File: src/hdl/bubble_sort_buffer_macros.svh
// Assertion macros used by the bubble sort buffer sequencer.
`ifndef BUBBLE_SORT_BUFFER_MACROS_SVH
`define BUBBLE_SORT_BUFFER_MACROS_SVH
`ifndef SYNTHESIS
// Checks that a property holds at every clock edge out of reset.
`define BSB_ASSERT(label, prop) \
    label: assert property (@(posedge clk) disable iff (!rst_n) (prop)) \
        else $error("bubble sort buffer: assertion failed");
// Checks that a condition is followed in the next cycle by a consequence.
`define BSB_ASSERT_NEXT(label, ante, cons) \
    label: assert property (@(posedge clk) disable iff (!rst_n) (ante) |=> (cons)) \
        else $error("bubble sort buffer: assertion failed");
`else
`define BSB_ASSERT(label, prop)
`define BSB_ASSERT_NEXT(label, ante, cons)
`endif
`endif

File: src/hdl/bsb_pkg.sv
// Package with the types and constants of the bubble sort buffer.
`timescale 1ns / 1ps
package bsb_pkg;

    // Width of one stored value and the default buffer depth.
    localparam int DATA_W      = 32;
    localparam int DEPTH_DEF   = 16;

    // Sequencer states.
    typedef enum logic [2:0] {
        S_IDLE,
        S_PREP,
        S_FIRST,
        S_SWEEP,
        S_TAIL,
        S_OSTART,
        S_OUT
    } state_t;

    // Source of the value written into the buffer.
    typedef enum logic [1:0] {
        WSEL_IN,
        WSEL_LO,
        WSEL_CARRY
    } wsel_t;

    // Control from the sequencer to the datapath.
    typedef struct packed {
        logic  mem_we;
        wsel_t wsel;
        logic  carry_load_mem;
        logic  carry_take_hi;
        logic  out_fire;
        logic  out_last;
        logic  out_ovf;
    } ctrl_t;

endpackage

File: src/hdl/bsb_swap_unit.sv
// Shared signed compare-and-swap unit: orders two values into low and high.
`timescale 1ns / 1ps
module bsb_swap_unit
    import bsb_pkg::*;
(
    input  logic signed [DATA_W-1:0] a,
    input  logic signed [DATA_W-1:0] b,
    output logic signed [DATA_W-1:0] lo,
    output logic signed [DATA_W-1:0] hi
);

    logic greater;

    // Swap only when the left value is strictly greater, so equal values stay.
    always_comb
    begin
        greater = (a > b);
        lo      = greater ? b : a;
        hi      = greater ? a : b;
    end

endmodule

File: src/hdl/bsb_datapath.sv
// Buffer memory, bubbling carry register and result registers.
`timescale 1ns / 1ps
module bsb_datapath
    import bsb_pkg::*;
#(
    parameter int DEPTH = DEPTH_DEF
)
(
    input  logic                       clk,
    input  logic                       rst_n,
    input  ctrl_t                      ctrl,
    input  logic [$clog2(DEPTH)-1:0]   waddr,
    input  logic [$clog2(DEPTH)-1:0]   raddr,
    input  logic signed [DATA_W-1:0]   element,
    output logic                       valid,
    output logic signed [DATA_W-1:0]   sorted_value,
    output logic                       run_end,
    output logic                       overflowed
);

    logic signed [DATA_W-1:0] mem [DEPTH];
    logic signed [DATA_W-1:0] rdata_reg;
    logic signed [DATA_W-1:0] carry_reg;
    logic signed [DATA_W-1:0] carry_next;
    logic signed [DATA_W-1:0] wdata;
    logic signed [DATA_W-1:0] lo;
    logic signed [DATA_W-1:0] hi;
    logic                     valid_reg;
    logic signed [DATA_W-1:0] value_reg;
    logic                     run_end_reg;
    logic                     ovf_reg;

    // The carry holds the largest value seen so far in the current pass.
    bsb_swap_unit u_swap (
        .a  (carry_reg),
        .b  (rdata_reg),
        .lo (lo),
        .hi (hi)
    );

    // Write data selection.
    always_comb
    begin
        unique case (ctrl.wsel)
            WSEL_IN:    wdata = element;
            WSEL_LO:    wdata = lo;
            WSEL_CARRY: wdata = carry_reg;
            default:    wdata = element;
        endcase
    end

    // Buffer memory with one write and one registered read port.
    always_ff @(posedge clk)
    begin
        if (ctrl.mem_we)
        begin
            mem[waddr] <= wdata;
        end
        rdata_reg <= mem[raddr];
    end

    // Carry register update.
    always_comb
    begin
        priority if (ctrl.carry_load_mem)
            carry_next = rdata_reg;
        else if (ctrl.carry_take_hi)
            carry_next = hi;
        else
            carry_next = carry_reg;
    end

    always_ff @(posedge clk)
    begin
        carry_reg <= carry_next;
    end

    // Result strobe.
    always_ff @(posedge clk or negedge rst_n)
    begin
        if (!rst_n)
        begin
            valid_reg <= 1'b0;
        end
        else
        begin
            valid_reg <= ctrl.out_fire;
        end
    end

    // Result payload.
    always_ff @(posedge clk)
    begin
        if (ctrl.out_fire)
        begin
            value_reg   <= rdata_reg;
            run_end_reg <= ctrl.out_last;
            ovf_reg     <= ctrl.out_ovf;
        end
    end

    assign valid        = valid_reg;
    assign sorted_value = value_reg;
    assign run_end      = run_end_reg;
    assign overflowed   = ovf_reg;

endmodule

File: src/hdl/bsb_seq.sv
// Sequencer: collects items, runs the bubble passes and reads out the set.
`timescale 1ns / 1ps
`include "bubble_sort_buffer_macros.svh"
module bsb_seq
    import bsb_pkg::*;
#(
    parameter int DEPTH = DEPTH_DEF
)
(
    input  logic                       clk,
    input  logic                       rst_n,
    input  logic                       start,
    input  logic                       final_item,
    output logic                       busy,
    output ctrl_t                      ctrl,
    output logic [$clog2(DEPTH)-1:0]   waddr,
    output logic [$clog2(DEPTH)-1:0]   raddr
);

    localparam int AW = $clog2(DEPTH);
    localparam int CW = $clog2(DEPTH + 1);

    state_t        state_reg;
    state_t        state_next;
    logic [CW-1:0] count_reg;
    logic [CW-1:0] count_next;
    logic          drop_reg;
    logic          drop_next;
    logic [AW-1:0] k_reg;
    logic [AW-1:0] k_next;
    logic [AW-1:0] last_reg;
    logic [AW-1:0] last_next;
    logic          accept;
    logic          room;
    logic [AW-1:0] cnt_m1;
    logic          out_last;

    assign busy     = (state_reg != S_IDLE);
    assign accept   = start && !busy;
    assign room     = (count_reg < CW'(DEPTH));
    assign cnt_m1   = AW'(count_reg - CW'(1));
    assign out_last = (k_reg == cnt_m1);

    // Next state.
    always_comb
    begin
        state_next = state_reg;
        unique case (state_reg)
            S_IDLE:
            begin
                if (accept && final_item)
                    state_next = S_PREP;
            end
            S_PREP:
            begin
                state_next = (count_reg >= CW'(2)) ? S_FIRST : S_OSTART;
            end
            S_FIRST:
            begin
                state_next = S_SWEEP;
            end
            S_SWEEP:
            begin
                if (k_reg == last_reg)
                    state_next = S_TAIL;
            end
            S_TAIL:
            begin
                state_next = (last_reg == AW'(1)) ? S_OSTART : S_FIRST;
            end
            S_OSTART:
            begin
                state_next = S_OUT;
            end
            S_OUT:
            begin
                if (out_last)
                    state_next = S_IDLE;
            end
        endcase
    end

    // Outputs to the datapath and memory addresses.
    always_comb
    begin
        ctrl                = '0;
        ctrl.wsel           = WSEL_IN;
        ctrl.out_ovf        = drop_reg;
        waddr               = '0;
        raddr               = '0;
        unique case (state_reg)
            S_IDLE:
            begin
                ctrl.mem_we = accept && room;
                waddr       = count_reg[AW-1:0];
            end
            S_PREP:
            begin
                raddr = '0;
            end
            S_FIRST:
            begin
                ctrl.carry_load_mem = 1'b1;
                raddr               = AW'(1);
            end
            S_SWEEP:
            begin
                ctrl.mem_we        = 1'b1;
                ctrl.wsel          = WSEL_LO;
                ctrl.carry_take_hi = 1'b1;
                waddr              = k_reg - AW'(1);
                raddr              = (k_reg == last_reg) ? '0 : k_reg + AW'(1);
            end
            S_TAIL:
            begin
                ctrl.mem_we = 1'b1;
                ctrl.wsel   = WSEL_CARRY;
                waddr       = last_reg;
                raddr       = '0;
            end
            S_OSTART:
            begin
                raddr = '0;
            end
            S_OUT:
            begin
                ctrl.out_fire = 1'b1;
                ctrl.out_last = out_last;
                raddr         = out_last ? '0 : k_reg + AW'(1);
            end
        endcase
    end

    // Counter and index updates.
    always_comb
    begin
        count_next = count_reg;
        drop_next  = drop_reg;
        k_next     = k_reg;
        last_next  = last_reg;
        unique case (state_reg)
            S_IDLE:
            begin
                if (accept)
                begin
                    if (room)
                        count_next = count_reg + CW'(1);
                    else
                        drop_next = 1'b1;
                end
            end
            S_PREP:
            begin
                last_next = cnt_m1;
            end
            S_FIRST:
            begin
                k_next = AW'(1);
            end
            S_SWEEP:
            begin
                if (k_reg != last_reg)
                    k_next = k_reg + AW'(1);
            end
            S_TAIL:
            begin
                last_next = last_reg - AW'(1);
            end
            S_OSTART:
            begin
                k_next = '0;
            end
            S_OUT:
            begin
                k_next = k_reg + AW'(1);
                if (out_last)
                begin
                    count_next = '0;
                    drop_next  = 1'b0;
                end
            end
        endcase
    end

    // Control registers.
    always_ff @(posedge clk or negedge rst_n)
    begin
        if (!rst_n)
        begin
            state_reg <= S_IDLE;
            count_reg <= '0;
            drop_reg  <= 1'b0;
            k_reg     <= '0;
            last_reg  <= '0;
        end
        else
        begin
            state_reg <= state_next;
            count_reg <= count_next;
            drop_reg  <= drop_next;
            k_reg     <= k_next;
            last_reg  <= last_next;
        end
    end

    // A dropped item can only have come while the buffer was full.
    `BSB_ASSERT(a_drop_full, !drop_reg || (count_reg == CW'(DEPTH)))
    // The last result of a set returns the sequencer to an empty idle state.
    `BSB_ASSERT_NEXT(a_out_clear, ctrl.out_fire && ctrl.out_last, (state_reg == S_IDLE) && (count_reg == '0))
    // A sweep index stays inside the current pass.
    `BSB_ASSERT(a_sweep_range, (state_reg != S_SWEEP) || ((k_reg != '0) && (k_reg <= last_reg)))
    // A pass tail never writes the first entry.
    `BSB_ASSERT(a_tail_nonzero, (state_reg != S_TAIL) || (last_reg != '0))

endmodule

File: src/hdl/bubble_sort_buffer.sv
// Top level of the bubble sort buffer: collects a set, sorts it and emits it in order.
// A non-final item is taken without raising busy, so the next item may follow at once.
// For a set of n stored values the sort runs as bubble passes, paced by the
// single compare-and-swap unit and the one-write, one-read buffer memory.
// Results follow as n single-cycle strobes, registered in S_OUT after S_OSTART; busy falls
// as the last one shows. Results cannot be stalled. Reset empties the set and drop flag.
`timescale 1ns / 1ps
module bubble_sort_buffer
    import bsb_pkg::*;
#(
    parameter int DEPTH = DEPTH_DEF
)
(
    input  logic                     clk,
    input  logic                     rst_n,
    input  logic                     start,
    output logic                     busy,
    input  logic signed [DATA_W-1:0] element,
    input  logic                     final_item,
    output logic                     valid,
    output logic signed [DATA_W-1:0] sorted_value,
    output logic                     run_end,
    output logic                     overflowed
);

    localparam int AW = $clog2(DEPTH);

    ctrl_t         ctrl;
    logic [AW-1:0] waddr;
    logic [AW-1:0] raddr;

    // Sequencer.
    bsb_seq #(
        .DEPTH (DEPTH)
    ) u_seq (
        .clk        (clk),
        .rst_n      (rst_n),
        .start      (start),
        .final_item (final_item),
        .busy       (busy),
        .ctrl       (ctrl),
        .waddr      (waddr),
        .raddr      (raddr)
    );

    // Buffer and compare datapath.
    bsb_datapath #(
        .DEPTH (DEPTH)
    ) u_datapath (
        .clk          (clk),
        .rst_n        (rst_n),
        .ctrl         (ctrl),
        .waddr        (waddr),
        .raddr        (raddr),
        .element      (element),
        .valid        (valid),
        .sorted_value (sorted_value),
        .run_end      (run_end),
        .overflowed   (overflowed)
    );

endmodule
File: config.mk
export PLATFORM = sky130hd
export DESIGN_NAME = bubble_sort_buffer
export DESIGN_NICKNAME = d
export VERILOG_FILES = /design/src/hdl/bsb_pkg.sv /design/src/hdl/bsb_swap_unit.sv /design/src/hdl/bsb_datapath.sv /design/src/hdl/bsb_seq.sv /design/src/hdl/bubble_sort_buffer.sv
export VERILOG_INCLUDE_DIRS = /design/src /design/src/hdl
export SDC_FILE = /design/constraint.sdc
export NUM_CORES = 1
export LEC_CHECK = 0
export ABC_CLOCK_PERIOD_IN_PS = 9300
export BUFFER_PORTS_ARGS = -buffer_cell sky130_fd_sc_hd__buf_2
export CAP_MARGIN = 10
export CELL_PAD_IN_SITES_DETAIL_PLACEMENT = 1
export CELL_PAD_IN_SITES_GLOBAL_PLACEMENT = 1
export CORE_UTILIZATION = 30
export CTS_BUF_LIST = sky130_fd_sc_hd__clkbuf_8
export CTS_CLUSTER_SIZE = 10
export DETAILED_ROUTE_END_ITERATION = 10
export PLACE_DENSITY = 0.47
export SYNTH_ARGS = -nofsm -noshare
export SYNTH_HDL_FRONTEND = slang
export SYNTH_SLANG_ARGS = --single-unit
File: constraint.sdc
create_clock -name clk -period 9.3 [get_ports clk]
set_clock_uncertainty 0.2 [all_clocks]
set_input_delay 2.325 -clock clk [delete_from_list [all_inputs] [get_ports clk]]
set_output_delay 2.325 -clock clk [all_outputs]
set_load 0.005 [all_outputs]
# After elaboration in Yosys (flattened, before gate mapping)
# Memories as Yosys holds them, arrays and structs flattened. A register that Yosys moved wholly into a read port is not among the register bits.
# Cells that the tools add are included.
dict set report totals {
  inputBits 36
  out_inout_bits 36
  memories 1
  regBits 84
  ram_bits 512
}
dict set report classes {
  eq_ne 20
  n_addsub 5
  magnitude_cmp 3
  n_reduce_logical 16
  mux 33
}
# memory words width read_ports rd_ports_with_merged_regs write_ports line
set memory_table {}
lappend memory_table {u_datapath.mem 16 32 1 1 1 bsb_datapath.sv:21} ;# logic signed [DATA_W-1:0] mem [DEPTH];
# op count
set ops {}
lappend ops {{$mux W32} 4}
lappend ops {{$pmux W32 S2} 1}
lappend ops {{$gt A32 B32 Y1} 1}
lappend ops {{$pmux W4 S3} 2}
lappend ops {{$pmux W3 S7} 1}
lappend ops {{$pmux W4 S4} 1}
lappend ops {{$mux W3} 5}
lappend ops {{$mux W5} 3}
lappend ops {{$mux W4} 3}
lappend ops {{$ne A2 B1 Y1 const B} 6}
lappend ops {{$sub A4 B1 Y4 const B} 3}
lappend ops {{$pmux W5 S2} 1}
lappend ops {{$eq A3 B3 Y1 const B} 3}
lappend ops {{$eq A4 B4 Y1} 2}
lappend ops {{$pmux W4 S2} 1}
lappend ops {{$reduce_and A4 Y1} 2}
lappend ops {{$mux W1} 7}
lappend ops {{$eq A3 B2 Y1 const B} 2}
lappend ops {{$reduce_bool A2 Y1} 3}
lappend ops {{$add A5 B1 Y5 const B} 1}
lappend ops {{$ge A5 B2 Y1 const B} 1}
lappend ops {{$lt A5 B5 Y1 const B} 1}
lappend ops {{$add A4 B1 Y4 const B} 1}
lappend ops {{$eq A4 B1 Y1 const B} 1}
lappend ops {{16 further kinds} 21}

# Depth between registers and ports, before layout
dict set report logic_depth {
  word_depth 7
  mapped_depth 12
}

# Hierarchy
# Synthesis repeated with hierarchy kept, for this count alone.
dict set report unflattened {
  hier_cells 1422
  hier_area_um2 26309.0
}
# module n_inst area_each_um2 cells_per_inst seq_area_each_um2
set by_module_without_submodules {}
lappend by_module_without_submodules {bsb_datapath 1 22844.4 1055 18022.3}
lappend by_module_without_submodules {bsb_swap_unit 1 1933.1 188 0.0}
lappend by_module_without_submodules {bsb_seq 1 1531.5 179 425.4}

# Worst setup path before layout
# Ideal clock, no wire load.
dict set report synth_timing {
  kind {input port to flip-flop}
  startpoint {input start}
  endpoint {memory u_datapath.mem[13][0] (enable)}
  cell_stages 6
  setup_ps 421
  required_ps 8679
  slack_ps 4288
  arrival_time_ps 4391
  path_cell_list {nor2b_1 > o21ai_0 > o21a_1 > nor2b_1 > nand2_1 > nor2_1}
}
dict set report synth_between {
  elab_chain_len 5
}
# item line
set synth_lines {}
lappend synth_lines {{from (decl)} bubble_sort_buffer.sv:16} ;# input logic start,
lappend synth_lines {{$logic_and A1 B1 Y1} bsb_seq.sv:39} ;# assign accept = start && !busy;
lappend synth_lines {{$logic_and A1 B1 Y1} bsb_seq.sv:94} ;# ctrl.mem_we = accept && room;
lappend synth_lines {{$pmux W1 S2} bsb_seq.sv:91} ;# unique case (state_reg)
lappend synth_lines {{$mux W1} bsb_datapath.sv:55} ;# if (ctrl.mem_we)
lappend synth_lines {{$mux W1 (not written as such)} bsb_datapath.sv:57} ;# mem[waddr] <= wdata;
lappend synth_lines {{to (decl)} bsb_datapath.sv:21}
# No other way between the ends.

# Worst setup path after layout
dict set report layout_timing {
  startpoint {register u_datapath.rdata_reg[29] (read register of u_datapath.mem)}
  endpoint {memory u_datapath.mem[14][18] (data pin)}
}
dict set report layout_between {
  elab_chain_len 3
}
# item line
set layout_lines {}
lappend layout_lines {{from (decl)} bsb_datapath.sv:22} ;# logic signed [DATA_W-1:0] rdata_reg;
lappend layout_lines {{$gt A32 B32 Y1} bsb_swap_unit.sv:17} ;# greater = (a > b);
lappend layout_lines {{$mux W32} bsb_swap_unit.sv:18} ;# lo = greater ? b : a;
lappend layout_lines {{$pmux W32 S2} bsb_datapath.sv:44} ;# unique case (ctrl.wsel)
lappend layout_lines {{via u_datapath.wdata[18]} bsb_datapath.sv:25} ;# logic signed [DATA_W-1:0] wdata;
# The timed path passes the listed nets, and every way through them passes these cells.

==> flow_metrics.tcl <==
set metrics [dict create \
    crit_family "simple AND/OR/NAND/NOR gates" \
    criticalPathCategory "flip-flop to flip-flop" \
    die_height_um 291 \
    drt-total-wl_mm 74.4 \
    p_per_area_nw_per_um2 376 \
    dieArea_um2 84800 \
    rsz0062_at_grt "false" \
    power_mw 10.9 \
    overflow 0 \
    worstSkewPairLatency_ns 0.72 \
    fmax_mhz 187 \
    clk_pin_slew_ns 0.06 \
    grt_first_pass_wirelength_mm 106 \
    clock-sinks 628 \
    max_cap_viol_count 0 \
    drc_errors 0 \
    synth-edff-count 578 \
    die-width_um 291 \
    grt_use_total_pct 17.4 \
    portBuffers 71 \
    met1Wirelength_mm 34.1 \
    largest_reg_flops 512 \
    coreArea_um2 82400 \
    area_growth_pct 15.2 \
    clockBufferDepth 3 \
    post-cts-setup-buffer-count 0 \
    place_congestion 0.710 \
    cp-start-kind "flip-flop" \
    status "completed" \
    cts_tree "done" \
    worst-path-max-fanout 20 \
    regArea_um2 18400 \
    fillers 8354 \
    yosysSeqAreaShare_pct 73.5 \
    finalSetupViolCount 0 \
    viasPerCell 4.99 \
    placed_area_um2 26800 \
    antenna_found_initial 1 \
    met3WireLength_mm 2.74 \
    synth_flop_cell "edfxtp_1" \
    ioPinCount 72 \
    crit_buf_inv 2 \
    critPathArrivalTime_ns 5.57 \
    avgSynthCellArea_um2 16.8 \
    hold_path_class "flip-flop to flip-flop" \
    synth-async-reset-ratio_pct 2.87 \
    slowest_stage "nor4_1" \
    ir_worst_vdd_mv 0.230 \
    regMostFlops "u_datapath.mem" \
    met2_length_mm 36.3 \
    cts-resized-gates 0 \
    cts_hold_buf 0 \
    synth_compound_area_share_pct 6.88 \
    critPathMaxStageDelay_ns 0.91 \
    htree_levels 3 \
    final_cell_mix "edfxtp_1 (578), mux2i_1 (260), o22ai_1 (132), clkbuf_8 (115), inv_1 (75)" \
    crit_required_ns 9.53 \
    drtAntennaViolNets 0 \
    yosys_warnings 0 \
    multi_input_area_um2 6210 \
    cp_cell_sequence "inv_1 -> ha_1 -> and3_1 -> nand3_1 -> nor4_1 -> o41ai_1 -> a21oi_1 -> nor2b_4 -> buf_4 -> a221o_1" \
    cp-end-kind "flip-flop" \
    setup_tns_ns 0 \
    hold_viol_final 0 \
    worst_pin_slew_ns 1.06 \
    fin_crit_ns 5.34 \
    synth_area_um2 25100 \
    synth.distinct_cells 59 \
    rows 105 \
    p_leak_nw 10.9 \
    ys_seq_elements 628 \
    syn_nets 1571 \
    drtIter0Drc 865 \
    layout_commonest_cell "edfxtp_1" \
    wl_per_cell_um 26.6 \
    vias 14000 \
    slew_violations 0 \
    slew_headroom_pct 28.6 \
    drt-pass1-iter-count 5 \
    grt_pass1_vias 14800 \
    synth_top_family_by_area "multiplexers" \
    grt_start_max_net_pins 82 \
    postLayoutCellArea_um2 28900 \
    numCtsBuffers 110 \
    highest_layer "met4" \
    synthSimpleGateAreaFrac_pct 3.98 \
    synth_mux_area_share_pct 10.4 \
    drive_gt1_share_pct 16.2 \
    finalCritPeriodShare_pct 57.5 \
    nets 1706 \
    start_util_pct 30.5 \
    synth_xor_area_share_pct 0.648 \
    netlist_instances 1496 \
    cts-root-buf "clkbuf_8" \
    synth-adder-area-share_pct 1.95 \
    hpwl_mm 38.9 \
]
-- synth_stat cells, types with 3 or more instances --
cell type  count  area, µm²
nor2b_1        6       37.5
xor2_1         6       52.6
or4_1         33        248
and2_1        32        200
inv_1         46        173
xnor2_1       10       87.6
a21o_1        13       97.6
ha_1          39        488
mux2i_1      260       2600
nand3_2        3       30.0
a22oi_1        3       22.5
a221o_1       33        330
nand2_1       30        113
buf_2         23        115
dfxtp_1       32        641
a21oi_1       22        110
dfrtp_1       18        450
nor2_1        43        161
edfxtp_1     578      17400
o22a_1         3       26.3
o21ai_0       15       75.1
nor3_1         7       35.0
buf_4         20        150
buf_6         11        124
nand4_1        4       25.0
clkbuf_1      21       78.8
nand3_1        8       40.0
o22ai_1      133        832
and4_1         3       26.3
buf_1          3       11.3
-- path summary, 6_finish.rpt --
kind	start	end	slack [ns]	depth (start not counted)
max	u_datapath.rdata_reg[29]	u_datapath.mem[14][18]	3.96	10
min	u_seq.drop_reg	u_datapath.overflowed	0.26	0
max reg2reg	u_datapath.rdata_reg[29]	u_datapath.mem[14][18]	3.96	10
min reg2reg	u_seq.drop_reg	u_datapath.overflowed	0.26	0
max in group asynchronous	rst_n	u_seq.k_reg[0]	7.20	1
min in group asynchronous	rst_n	u_seq.last_reg[3]	1.38	1
-- cells by family after synthesis --
family,after synthesis
AND/OR/NAND/NOR,179
flip-flops,628
AO/OA/AOI/OAI,248
XOR/XNOR,17
multiplexers,260
adder cells (fa/ha/maj),39
buffers and inverters,125
-- metal layers --
layer | vias up | track usage [%]
li1 | 6246 | -
met1 | 7339 | 23.1
met2 | 264 | 29.2
met3 | 101 | 3.15
met4 | 0 | 4.43
met5 | - | 0
-- final cells by class --
| cell class | instances | share of cell area (%) |
|---|---|---|
| antenna | 3 | 0.0260 |
| clock buffer | 115 | 5.48 |
| clock inverter | 90 | 1.82 |
| inverter | 46 | 0.597 |
| multi-input combinational | 743 | 21.5 |
| sequential | 628 | 63.8 |
| tap | 1070 | 4.63 |
| timing repair buffer | 102 | 2.16 |
-- power breakdown --
group / switching (mW) / internal, mW / total [mW]
combinational: 2.56 / 1.39 / 3.95
clock: 1.17 / 1.29 / 2.45
sequential: 0.310 / 4.16 / 4.47
total: 4.03 / 6.83 / 10.9
-- through the flow --
| stage | setup WS, ns | util [%] | cells | hold slack [ns] |
|---|---|---|---|---|
| final | 3.96 | 35.1 | 2797 | 0.265 |
| after global routing | 3.61 | 35.1 | 2795 | 0.294 |
| after CTS | 3.90 | 35.1 | 2794 | 0.282 |
| after detailed placement | 3.84 | 32.5 | 2589 | 0.270 |
| after global placement | 3.77 | 32.5 | 2589 | 0.266 |
| after floorplan | 4.29 | - | 1496 | 0.226 |
(Power assumes the default switching activity.)
